**src/rtl/fprr_pkg.sv**
```systemverilog
// ----------------------------------------------------------------------------
// fprr_pkg
// shared types and constants of the flux pulse rate rescaler
// ----------------------------------------------------------------------------
`default_nettype none

package fprr_pkg;

  localparam int unsigned DATA_W     = 32;
  localparam int unsigned DIVIDEND_W = 64;
  localparam int unsigned RADIX_BITS = 2;   // quotient bits per divider cycle
  localparam int unsigned CFG_IDX_W  = 1;

  typedef enum logic [CFG_IDX_W-1:0] {
    CFG_SCALE_MUL = 1'b0,
    CFG_SCALE_DIV = 1'b1
  } cfg_reg_e;

  typedef enum logic [2:0] {
    ST_IDLE,
    ST_MUL_IDX,
    ST_LD_IDX,
    ST_DIV_IDX,
    ST_MUL_LEN,
    ST_LD_LEN,
    ST_DIV_LEN,
    ST_FINISH
  } fsm_state_e;

  typedef struct packed {
    logic [DATA_W-1:0] pulse_len;
    logic              index_present;
    logic [DATA_W-1:0] index_offset;
    logic              last_of_track;
  } in_item_t;

  typedef struct packed {
    logic              pulse_valid;
    logic [DATA_W-1:0] scaled_len;
    logic              len_overflow;
    logic              index_valid;
    logic [DATA_W-1:0] index_clock;
    logic              track_end;
  } out_item_t;

  typedef struct packed {
    logic                  start;
    logic [DIVIDEND_W-1:0] dividend;
    logic [DATA_W-1:0]     divisor;
  } div_req_t;

  typedef struct packed {
    logic                  done;
    logic [DIVIDEND_W-1:0] quot;
    logic [DATA_W-1:0]     rem;
  } div_res_t;

endpackage

`default_nettype wire

```
**src/rtl/fprr_stream_if.sv**
```systemverilog
// ----------------------------------------------------------------------------
// fprr_stream_if
// valid/ready channel carrying one payload per transaction
// ----------------------------------------------------------------------------
`default_nettype none

interface fprr_stream_if #(
  parameter type payload_t = logic
);
  logic     valid;
  logic     ready;
  payload_t payload;

  modport source (output valid, output payload, input ready);
  modport sink   (input valid, input payload, output ready);
endinterface

`default_nettype wire

```
**src/rtl/fprr_divider.sv**
```systemverilog
// ----------------------------------------------------------------------------
// fprr_divider
// iterative 64-by-32 restoring divider, two quotient bits per cycle
// ----------------------------------------------------------------------------
`default_nettype none

module fprr_divider (
  input  wire logic               clk_i,
  input  wire logic               rst_ni,
  input  wire fprr_pkg::div_req_t req_i,
  output fprr_pkg::div_res_t      res_o
);

  localparam int unsigned STEPS = fprr_pkg::DIVIDEND_W / fprr_pkg::RADIX_BITS;
  localparam int unsigned CNT_W = $clog2(STEPS);
  localparam int unsigned DW    = fprr_pkg::DATA_W;
  localparam int unsigned NW    = fprr_pkg::DIVIDEND_W;

  logic             busy_q;
  logic             done_q;
  logic [CNT_W-1:0] cnt_q;
  logic [DW-1:0]    rem_q, rem_d;
  logic [NW-1:0]    dq_q, dq_d;     // dividend shifts out, quotient shifts in
  logic [DW-1:0]    dvs_q;
  logic [DW:0]      trial;

  // radix-4 step as two chained compare/subtract stages
  always_comb begin
    rem_d = rem_q;
    dq_d  = dq_q;
    trial = '0;
    for (int i = 0; i < int'(fprr_pkg::RADIX_BITS); i++) begin
      trial = {rem_d, dq_d[NW-1]};
      dq_d  = {dq_d[NW-2:0], 1'b0};
      if (trial >= {1'b0, dvs_q}) begin
        trial   = trial - {1'b0, dvs_q};
        dq_d[0] = 1'b1;
      end
      rem_d = trial[DW-1:0];
    end
  end

  always_ff @(posedge clk_i or negedge rst_ni) begin
    if (!rst_ni) begin
      busy_q <= 1'b0;
      done_q <= 1'b0;
      cnt_q  <= '0;
    end else if (req_i.start) begin
      busy_q <= 1'b1;
      done_q <= 1'b0;
      cnt_q  <= '0;
    end else if (busy_q) begin
      cnt_q <= cnt_q + 1'b1;
      if (cnt_q == CNT_W'(STEPS - 1)) begin
        busy_q <= 1'b0;
        done_q <= 1'b1;
      end
    end else begin
      done_q <= 1'b0;
    end
  end

  always_ff @(posedge clk_i) begin
    if (req_i.start) begin
      dvs_q <= req_i.divisor;
      dq_q  <= req_i.dividend;
      rem_q <= '0;
    end else if (busy_q) begin
      dq_q  <= dq_d;
      rem_q <= rem_d;
    end
  end

  assign res_o.done = done_q;
  assign res_o.quot = dq_q;
  assign res_o.rem  = rem_q;

endmodule

`default_nettype wire

```
**src/rtl/flux_pulse_rate_rescaler_unit.sv**
```systemverilog
// ----------------------------------------------------------------------------
// flux_pulse_rate_rescaler_unit
// rescales flux pulse lengths by mul/div with the remainder carried forward
// ----------------------------------------------------------------------------
// sequence: an item with a pulse or an index mark goes from accept through
//   multiply, load, divide and finish to the result register; an item with
//   both does this for the index, then for the pulse; an item with neither
//   goes straight to finish; finish holds for as long as the output register stays full
// throughput: one item at a time, set by the shared 64/32 divider that
//   resolves two quotient bits per cycle; a new item is taken while the
//   previous result still waits in the output register
// reset: asynchronous, active low; scale_mul = scale_div = 1, carried
//   remainder and output clock cleared, no result pending
// ----------------------------------------------------------------------------
`default_nettype none

module flux_pulse_rate_rescaler_unit #(
  parameter int unsigned CLOCK_WIDTH = 32
) (
  input  wire logic                                 clk_i,
  input  wire logic                                 rst_ni,
  input  wire logic                                 cfg_we_i,
  input  wire logic [fprr_pkg::CFG_IDX_W-1:0]       cfg_idx_i,
  input  wire logic [fprr_pkg::DATA_W-1:0]          cfg_data_i,
  fprr_stream_if.sink                               in_if,
  fprr_stream_if.source                             out_if
);

  localparam int unsigned DW = fprr_pkg::DATA_W;
  localparam int unsigned NW = fprr_pkg::DIVIDEND_W;
  localparam int unsigned CW = CLOCK_WIDTH;

  // configuration registers
  logic [DW-1:0] scale_mul_q;
  logic [DW-1:0] scale_div_q;

  // carried state
  logic [DW-1:0] rem_q;
  logic [CW-1:0] clk_q;

  // sequencer and item registers
  fprr_pkg::fsm_state_e state_q, state_d;
  fprr_pkg::in_item_t   item_q;
  fprr_pkg::in_item_t   in_item;
  logic [NW-1:0]        prod_q;

  // result under construction
  logic          pv_q, ovf_q, iv_q;
  logic [DW-1:0] slen_q;
  logic [CW-1:0] iclk_q;

  // output register
  fprr_pkg::out_item_t out_q;
  logic                out_valid_q;

  // divider
  fprr_pkg::div_req_t div_req;
  fprr_pkg::div_res_t div_res;

  // control strobes
  logic          in_ready;
  logic          mul_en;
  logic          div_start;
  logic          out_load;
  logic          idx_cap;
  logic          len_cap;
  logic          in_accept;
  logic          out_accept;

  logic          in_has_pulse;
  logic          in_do_idx;
  logic [DW-1:0] mul_op;
  logic          len_sat;
  logic [DW-1:0] len_val;

  assign in_item    = in_if.payload;
  assign in_accept  = in_if.valid && in_ready;
  assign out_accept = out_valid_q && out_if.ready;

  // an index mark counts when there is no pulse or it lies inside the pulse
  assign in_has_pulse = (in_item.pulse_len != '0);
  assign in_do_idx    = in_item.index_present &&
                        (!in_has_pulse || (in_item.index_offset < in_item.pulse_len));

  // ---------------------------------------------------------------------------
  // configuration writes
  // ---------------------------------------------------------------------------
  always_ff @(posedge clk_i or negedge rst_ni) begin
    if (!rst_ni) begin
      scale_mul_q <= DW'(1);
      scale_div_q <= DW'(1);
    end else if (cfg_we_i) begin
      case (fprr_pkg::cfg_reg_e'(cfg_idx_i))
        fprr_pkg::CFG_SCALE_MUL: scale_mul_q <= cfg_data_i;
        fprr_pkg::CFG_SCALE_DIV: scale_div_q <= cfg_data_i;
        default: ;
      endcase
    end
  end

  // ---------------------------------------------------------------------------
  // sequencer: next state
  // ---------------------------------------------------------------------------
  always_comb begin
    state_d = state_q;
    case (state_q)
      fprr_pkg::ST_IDLE: begin
        if (in_if.valid) begin
          if (in_do_idx) begin
            state_d = fprr_pkg::ST_MUL_IDX;
          end else if (in_has_pulse) begin
            state_d = fprr_pkg::ST_MUL_LEN;
          end else begin
            state_d = fprr_pkg::ST_FINISH;
          end
        end
      end
      fprr_pkg::ST_MUL_IDX: state_d = fprr_pkg::ST_LD_IDX;
      fprr_pkg::ST_LD_IDX:  state_d = fprr_pkg::ST_DIV_IDX;
      fprr_pkg::ST_DIV_IDX: begin
        if (div_res.done) begin
          state_d = (item_q.pulse_len != '0) ? fprr_pkg::ST_MUL_LEN : fprr_pkg::ST_FINISH;
        end
      end
      fprr_pkg::ST_MUL_LEN: state_d = fprr_pkg::ST_LD_LEN;
      fprr_pkg::ST_LD_LEN:  state_d = fprr_pkg::ST_DIV_LEN;
      fprr_pkg::ST_DIV_LEN: begin
        if (div_res.done) begin
          state_d = fprr_pkg::ST_FINISH;
        end
      end
      fprr_pkg::ST_FINISH: begin
        if (!out_valid_q || out_if.ready) begin
          state_d = fprr_pkg::ST_IDLE;
        end
      end
      default: state_d = fprr_pkg::ST_IDLE;
    endcase
  end

  // ---------------------------------------------------------------------------
  // sequencer: control outputs
  // ---------------------------------------------------------------------------
  always_comb begin
    in_ready  = 1'b0;
    mul_en    = 1'b0;
    div_start = 1'b0;
    idx_cap   = 1'b0;
    len_cap   = 1'b0;
    out_load  = 1'b0;
    case (state_q)
      fprr_pkg::ST_IDLE:    in_ready  = 1'b1;
      fprr_pkg::ST_MUL_IDX: mul_en    = 1'b1;
      fprr_pkg::ST_LD_IDX:  div_start = 1'b1;
      fprr_pkg::ST_DIV_IDX: idx_cap   = div_res.done;
      fprr_pkg::ST_MUL_LEN: mul_en    = 1'b1;
      fprr_pkg::ST_LD_LEN:  div_start = 1'b1;
      fprr_pkg::ST_DIV_LEN: len_cap   = div_res.done;
      fprr_pkg::ST_FINISH:  out_load  = !out_valid_q || out_if.ready;
      default: ;
    endcase
  end

  always_ff @(posedge clk_i or negedge rst_ni) begin
    if (!rst_ni) begin
      state_q <= fprr_pkg::ST_IDLE;
    end else begin
      state_q <= state_d;
    end
  end

  // ---------------------------------------------------------------------------
  // shared multiplier, one product per item phase, registered
  // ---------------------------------------------------------------------------
  assign mul_op = (state_q == fprr_pkg::ST_MUL_IDX) ? item_q.index_offset : item_q.pulse_len;

  always_ff @(posedge clk_i) begin
    if (in_accept) begin
      item_q <= in_item;
    end
    if (mul_en) begin
      prod_q <= NW'(scale_mul_q) * NW'(mul_op);
    end
  end

  // ---------------------------------------------------------------------------
  // divider request: the pulse division adds in the carried remainder,
  // a zero divisor acts as one
  // ---------------------------------------------------------------------------
  assign div_req.start    = div_start;
  assign div_req.dividend = (state_q == fprr_pkg::ST_LD_LEN) ? (prod_q + NW'(rem_q)) : prod_q;
  assign div_req.divisor  = (scale_div_q == '0) ? DW'(1) : scale_div_q;

  fprr_divider u_divider (
    .clk_i  (clk_i),
    .rst_ni (rst_ni),
    .req_i  (div_req),
    .res_o  (div_res)
  );

  // quotients above 32 bits saturate
  assign len_sat = (div_res.quot[NW-1:DW] != '0);
  assign len_val = len_sat ? '1 : div_res.quot[DW-1:0];

  // ---------------------------------------------------------------------------
  // result fields of the current item
  // ---------------------------------------------------------------------------
  always_ff @(posedge clk_i) begin
    if (in_accept) begin
      pv_q   <= in_has_pulse;
      iv_q   <= in_do_idx;
      slen_q <= '0;
      ovf_q  <= 1'b0;
      iclk_q <= '0;
    end else begin
      if (idx_cap) begin
        // index clock is taken before this item's pulse is added
        iclk_q <= clk_q + div_res.quot[CW-1:0];
      end
      if (len_cap) begin
        slen_q <= len_val;
        ovf_q  <= len_sat;
      end
    end
  end

  // ---------------------------------------------------------------------------
  // carried remainder and running output clock, cleared at track end
  // ---------------------------------------------------------------------------
  always_ff @(posedge clk_i or negedge rst_ni) begin
    if (!rst_ni) begin
      rem_q <= '0;
      clk_q <= '0;
    end else if (out_load && item_q.last_of_track) begin
      rem_q <= '0;
      clk_q <= '0;
    end else if (len_cap) begin
      rem_q <= div_res.rem;
      clk_q <= clk_q + len_val[CW-1:0];
    end
  end

  // ---------------------------------------------------------------------------
  // output register, frees the sequencer while a result waits
  // ---------------------------------------------------------------------------
  always_ff @(posedge clk_i or negedge rst_ni) begin
    if (!rst_ni) begin
      out_valid_q <= 1'b0;
    end else if (out_load) begin
      out_valid_q <= 1'b1;
    end else if (out_accept) begin
      out_valid_q <= 1'b0;
    end
  end

  always_ff @(posedge clk_i) begin
    if (out_load) begin
      out_q.pulse_valid  <= pv_q;
      out_q.scaled_len   <= slen_q;
      out_q.len_overflow <= ovf_q;
      out_q.index_valid  <= iv_q;
      out_q.index_clock  <= DW'(iclk_q);
      out_q.track_end    <= item_q.last_of_track;
    end
  end

  assign in_if.ready    = in_ready;
  assign out_if.valid   = out_valid_q;
  assign out_if.payload = out_q;

  // ---------------------------------------------------------------------------
  // assertions
  // ---------------------------------------------------------------------------
  a_div_done_in_div_state: assert property (@(posedge clk_i) disable iff (!rst_ni)
    div_res.done |-> (state_q == fprr_pkg::ST_DIV_IDX || state_q == fprr_pkg::ST_DIV_LEN))
    else $error("divider finished outside a divide phase");

  a_track_end_clears: assert property (@(posedge clk_i) disable iff (!rst_ni)
    (out_load && item_q.last_of_track) |=> (rem_q == '0 && clk_q == '0))
    else $error("track end did not clear remainder and clock");

  a_overflow_saturates: assert property (@(posedge clk_i) disable iff (!rst_ni)
    (out_valid_q && out_q.len_overflow) |-> (out_q.pulse_valid && out_q.scaled_len == '1))
    else $error("overflow flag without saturated pulse");

  a_no_pulse_zero: assert property (@(posedge clk_i) disable iff (!rst_ni)
    (out_valid_q && !out_q.pulse_valid) |-> (!out_q.len_overflow && out_q.scaled_len == '0))
    else $error("empty item carries a pulse length");

  a_no_load_while_full: assert property (@(posedge clk_i) disable iff (!rst_ni)
    out_load |-> (!out_valid_q || out_if.ready))
    else $error("result register overwritten while full");

endmodule

`default_nettype wire
```
**src/flat_wrapper.sv**
```systemverilog
// flat-port wrapper written by rule: the top's interface ports become plain ports
module flux_pulse_rate_rescaler_unit_flat 
#(
  parameter int unsigned CLOCK_WIDTH = 32
)
  (clk_i, rst_ni, cfg_we_i, cfg_idx_i, cfg_data_i, in_if_valid, in_if_payload, in_if_ready, out_if_valid, out_if_payload, out_if_ready);
  fprr_stream_if in_if_i ();
  fprr_stream_if out_if_i ();
  input  wire logic clk_i;
  input  wire logic rst_ni;
  input  wire logic cfg_we_i;
  input  wire logic [fprr_pkg::CFG_IDX_W-1:0] cfg_idx_i;
  input  wire logic [fprr_pkg::DATA_W-1:0] cfg_data_i;
  input wire logic [$bits(in_if_i.valid)-1:0] in_if_valid;
  input wire logic [$bits(in_if_i.payload)-1:0] in_if_payload;
  output wire logic [$bits(in_if_i.ready)-1:0] in_if_ready;
  output wire logic [$bits(out_if_i.valid)-1:0] out_if_valid;
  output wire logic [$bits(out_if_i.payload)-1:0] out_if_payload;
  input wire logic [$bits(out_if_i.ready)-1:0] out_if_ready;
  assign in_if_i.valid = in_if_valid;
  assign in_if_i.payload = in_if_payload;
  assign in_if_ready = in_if_i.ready;
  assign out_if_valid = out_if_i.valid;
  assign out_if_payload = out_if_i.payload;
  assign out_if_i.ready = out_if_ready;
  flux_pulse_rate_rescaler_unit #(.CLOCK_WIDTH(CLOCK_WIDTH)) u_core (.clk_i(clk_i), .rst_ni(rst_ni), .cfg_we_i(cfg_we_i), .cfg_idx_i(cfg_idx_i), .cfg_data_i(cfg_data_i), .in_if(in_if_i), .out_if(out_if_i));
endmodule
```
**config.mk**
```make
export PLATFORM = sky130hd
export DESIGN_NAME = flux_pulse_rate_rescaler_unit_flat
export DESIGN_NICKNAME = d
export VERILOG_FILES = /design/src/rtl/fprr_pkg.sv /design/src/rtl/fprr_stream_if.sv /design/src/rtl/fprr_divider.sv /design/src/rtl/flux_pulse_rate_rescaler_unit.sv /design/src/flat_wrapper.sv
export SDC_FILE = /design/constraint.sdc
export NUM_CORES = 1
export LEC_CHECK = 0
export ABC_AREA = 1
export BUFFER_PORTS_ARGS = -buffer_cell sky130_fd_sc_hd__buf_4
export CAP_MARGIN = 15
export CORE_UTILIZATION = 43
export CTS_BUF_LIST = sky130_fd_sc_hd__clkbuf_4
export DETAILED_ROUTE_END_ITERATION = 10
export PLACE_DENSITY = 0.8
export SYNTH_ARGS = -nofsm -noshare
export SYNTH_HDL_FRONTEND = slang
export SYNTH_SLANG_ARGS = --single-unit
```
**constraint.sdc**
```tcl
create_clock -name clk_i -period 1.8 [get_ports clk_i]
set_clock_uncertainty 0.15 [all_clocks]
set_input_delay 0 -clock clk_i [delete_from_list [all_inputs] [get_ports clk_i]]
set_output_delay 0 -clock clk_i [all_outputs]
set_load 0.05 [all_outputs]
```
* Word level (Yosys, flattened, before mapping)
Index checks and enable logic that the tools add are counted.
** Storage, ports and cells
- Register bits :: 13
- Output and inout port bits :: 3
** Cells by class
- Add/subtract/negate cells :: 1
- Equality and inequality tests :: 13
- Muxes and demuxes :: 17
- Reduce and logical (&&, ||, !) cells :: 10
** Operators with widths (number)
- $pmux W3 S7 :: 1
- $eq A3 B3 Y1 const B :: 4
- $mux W1 :: 11
- $mux W5 :: 2
- $mux W3 :: 3
- $eq A3 B2 Y1 const B :: 2
- $ne A2 B2 Y1 const B :: 3
- $add A5 B1 Y5 const B :: 1
- $eq A5 B5 Y1 const B :: 1
- $reduce_and A4 Y1 :: 1
- $reduce_bool A2 Y1 :: 2
- $reduce_or A2 Y1 :: 2
- $eq A3 B1 Y1 const B :: 1
- $logic_not A3 Y1 :: 1
- $ne A3 B1 Y1 const B :: 1
- $logic_and A1 B1 Y1 :: 2
- $ne A2 B1 Y1 const B :: 1
- $logic_not A1 Y1 :: 1
- $logic_or A1 B1 Y1 :: 1

* Depth between registers and ports, before layout
- Word-level depth :: 4
- Mapped depth :: 8
- Gate-level depth less buffers :: 7

* Cells and area by module
A second synthesis with hierarchy kept.
** Unflattened totals
- Cell total of the unflattened synthesis :: 1878
- Area total of the unflattened synthesis :: 13907.1 µm²
** By module, submodules not included
- fprr_divider :: times used 1, cells an instance 1521, area an instance 10359.9 µm², seq. area each 3698.5 µm²
- flux_pulse_rate_rescaler_unit :: times used 1, cells an instance 357, area an instance 3547.2 µm², seq. area each 1762.9 µm²

* Worst setup path after synthesis
Ideal clock, no wire load.
- Kind :: reg-to-reg
- Start :: register u_core.out_valid_q (netlist: u_core.out_if.valid)
- End :: register u_core.state_q[2]
- Setup time :: 0.117 ns
- Arrival time :: 1.115 ns
- Slack :: 0.418 ns
- Stages on the path, launching flop included :: 8
- Clock period less this slack :: 1.382 ns
- Cells stage by stage :: dfrtp_1 -> inv_1 -> nor2_1 -> nand2_2 -> nand2_1 -> nor2_1 -> nand2_1 -> nand2_1
** On the way
- Word-level cells in the longest chain between the ends :: 4
** Ends and longest elaborated chain
- from (decl) :: line flux_pulse_rate_rescaler_unit.sv:54 : logic out_valid_q;
- from (signal assigned) :: line flux_pulse_rate_rescaler_unit.sv:248 : out_valid_q <= 1'b0;
- from (signal assigned) :: line flux_pulse_rate_rescaler_unit.sv:250 : out_valid_q <= 1'b1;
- from (signal assigned) :: line flux_pulse_rate_rescaler_unit.sv:252 : out_valid_q <= 1'b0;
- $logic_not A1 Y1 :: line flux_pulse_rate_rescaler_unit.sv:133 : if (!out_valid_q || out_if.ready) begin
- $logic_or A1 B1 Y1 :: line flux_pulse_rate_rescaler_unit.sv:133
- $ne A2 B1 Y1 (no source line)
- $reduce_and A4 Y1 (no source line)
- to (signal assigned) :: line flux_pulse_rate_rescaler_unit.sv:166 : state_q <= fprr_pkg::ST_IDLE;
- to (signal assigned) :: line flux_pulse_rate_rescaler_unit.sv:168 : state_q <= state_d;
- to (decl) :: line flux_pulse_rate_rescaler_unit.sv:42 : fprr_pkg::fsm_state_e state_q, state_d;
Every way passes these cells.
A chain may end at the register's enable or synchronous reset.

* Final worst setup path
- Start :: register u_core.u_divider.cnt_q[0]
- End :: register u_core.u_divider.cnt_q[4]
** On the way
- Word-level cells in the longest chain between the ends :: 3
** Ends and longest elaborated chain
- from (decl) :: line fprr_divider.sv:21 : logic [CNT_W-1:0] cnt_q;
- from (signal assigned) :: line fprr_divider.sv:53 : cnt_q <= cnt_q + 1'b1;
- $add A5 B1 Y5 :: line fprr_divider.sv:53
- $mux W5 :: line fprr_divider.sv:52 : end else if (busy_q) begin
- $mux W5 :: line fprr_divider.sv:48 : end else if (req_i.start) begin
Every way passes these cells. The select of a mux whose other input is x is not followed.

==> flow_summary.ini <==
[timing]
layout_min_cycle_time_ns = 1.401
setup_viol = 0
min_period_over_period = 0.7781
finalMaxSlewViolations = 0
grt_setup_unrepaired = false
hold_viol_final = 0
slew_headroom = 0.6779
fin_hold_ws_ns = 0.2917
finalSetupTns_ns = 0
fmax_mhz = 714.0
tightest_slew_ns = 0.4815

[layout]
layout_common_cells = nand2_1, nor2_1, dfrtp_1
nFillCells = 129
area_delta_synth_final_pct = 20.66
layout-drive-gt1-share = 0.1919
final_common_cell = nand2_1
diodes = 0
nNetsFinal = 141
fin_cells = 115
final_core_util = 0.5546

[route]
via_per_inst = 5.183
dr.first_iter.drc_count = 18
dr.pass1.iters = 4
num_vias = 596
wl_per_cell_um = 10.86
ant_nets = 0
drc_errors = 0
drt_wl_total_um = 1249

[cts]
cts_tree = yes
htree_levels = 1
clk_latency_ns = 0.29
postCtsSetupRepairBufs = 0
clock_path_buffers = 2
hold_buffers = 5
post_cts_resized = 0
clock_sinks = 13
path_clk_slew_ns = 0.08
clockRootBuffer = clkbuf_4
cts_inserted_buffers = 3

[die]
std_cell_rows = 14
chipWidth_um = 41.90
start_util = 0.4597
ios = 42
fp.dieH_um = 41.90
core-area_um2 = 1489
dieArea_um2 = 1755

[worst_setup_path]
crit_path_end_kind = register
cp_data_required_time_ns = 1.82
worst-setup-path-type = register to register
arrival_ns = 1.42
reg2reg_to = u_core.u_divider.cnt_q[4]$_DFFE_PN0P_
cp-start-kind = register
crit_fanout = 4
rr_startpoint = u_core.u_divider.cnt_q[0]$_DFFE_PN0P_
rrSetupSlack_ns = 0.40
rr_worst_depth = 6

[flow_run]
cap_violations = 0

[hold_path]
holdCritStartpoint = u_core.item_q[0]$_DFFE_PP_
hold_end = u_core.out_if.payload$_DFFE_PP_
holdCritPathClass = register to register
holdPathStages = 0

[placed_design]
numPortBuffers = 7
gp_congestion = 0.7901
placedCellCount = 106
dpl.hpwl_um = 906.2

[global_routing]
antenna_found_initial = 0
grt_pass1_vias = 527
grt_overflow = 0
met1_usage = 0.2338
use_met3 = 0.02609
grt_pass1_wl_um = 2180
grt_busiest_layer = met2
gr-usage-all-layers = 0.1679
grt_max_degree = 12
met2_usage = 0.2375

[power_and_ir_drop]
power_mw = 0.5169
power.density_nw_per_um2 = 625.9
leakage_nw = 0.4159
ir_worst_vdd_uv = 369.2

[yosys]
synth_seq_area_share = 0.4899
synth.cell_area_um2 = 684.4
ys_seq_elements = 13
ys_types = 20
synth_warnings = 0
synthCells = 84
synth.net_count = 125
synth.avg_cell_area_um2 = 8.148

[run_status]
outcome = finished clean
## final cells by class
type	count	area, um^2	share of cell area
multi-input cells	62	307.8	0.3727
well taps	16	20.02	0.02424
flip-flops and latches	13	335.3	0.4061
repair buffers	12	102.6	0.1242
clock buffers	4	30.03	0.03636
inverters	8	30.03	0.03636
## worst max-delay path, stage by stage, from the launching register on
cell and delay [ns]:
dfrtp_1 0.43, ha_1 0.23, nand2_1 0.06, nor2_1 0.04
ha_1 0.27, nand2_1 0.06, nand2_1 0.05
## routing by layer
layer / share of wire / wire, um
met1: 0.45 / 568
met2: 0.47 / 589
met3: 0.036 / 45
met4: 0.037 / 46
met5: 0 / 0
## cell families after synthesis
group,synth area share
DFF,0.4899
adders and majority gates,0.03656
and+or+nand+nor,0.3218
buffers and inverters,0.06033
xor gates and xnor gates,0.01280
AOI/OAI and AO/OA,0.07861
## worst max path at each step
| stage | startpoint | to | slack [ns] | cells past startpoint |
|---|---|---|---|---|
| global placement | u_core.u_divider.cnt_q[0]$_DFFE_PN0P_ | u_core.u_divider.cnt_q[4]$_DFFE_PN0P_ | 0.44 | 6 |
| floorplan | u_core.out_if.valid$_DFFE_PN0P_ | u_core.state_q[2]$_DFFE_PN0P_ | 0.42 | 7 |
| finish | u_core.u_divider.cnt_q[0]$_DFFE_PN0P_ | u_core.u_divider.cnt_q[4]$_DFFE_PN0P_ | 0.40 | 6 |
| global route | u_core.u_divider.cnt_q[0]$_DFFE_PN0P_ | u_core.u_divider.cnt_q[4]$_DFFE_PN0P_ | 0.26 | 6 |
| CTS | u_core.u_divider.cnt_q[0]$_DFFE_PN0P_ | u_core.u_divider.cnt_q[4]$_DFFE_PN0P_ | 0.40 | 6 |
| detailed placement | u_core.u_divider.cnt_q[0]$_DFFE_PN0P_ | u_core.u_divider.cnt_q[4]$_DFFE_PN0P_ | 0.41 | 6 |
## registers in the layout, indices dropped and copies added, names as in the netlist
register	count
u_core.out_if.payload	1
u_core.state_q	3
u_core.item_q	1
u_core.u_divider.cnt_q	5
u_core.u_divider.busy_q	1
u_core.u_divider.done_q	1
u_core.out_if.valid	1
## metrics by stage
stage                     setup WS [ns]  area [um^2]
final                            0.3994        825.8
after global placement           0.4359        745.7
after detailed placement         0.4109        745.7
after global routing             0.2617        825.8
after floorplan                  0.4176        684.4
after CTS                        0.3967        825.8
## Yosys cell counts
master    number  area, um^2
ha_1           2       25.02
inv_2          1       3.750
nand4_1        2       12.51
inv_1          7       26.28
nand2_2        3       18.77
edfxtp_1       2       60.06
o21ai_2        1       8.760
o21ai_1        1       5.000
nor2_2         3       18.77
nor3b_1        1       7.510
nand3_1        6       30.03
xor2_1         1       8.760
buf_6          1       11.26
dfrtp_1       11       275.3
o21ai_0        5       25.02
a21o_1         1       7.510
nand2_1       19       71.32
nor3_1         1       5.000
nor2_1        15       56.30
o211ai_1       1       7.510
## power breakdown
| group | internal (mW) | leakage [nW] | switching, mW |
|---|---|---|---|
| combinational | 0.0127 | 0.236 | 0.00790 |
| clock | 0.101 | 0.0184 | 0.0974 |
| sequential | 0.298 | 0.161 | 0.0000000000000000512 |
| total | 0.412 | 0.416 | 0.105 |
(Power assumes the default switching activity.)
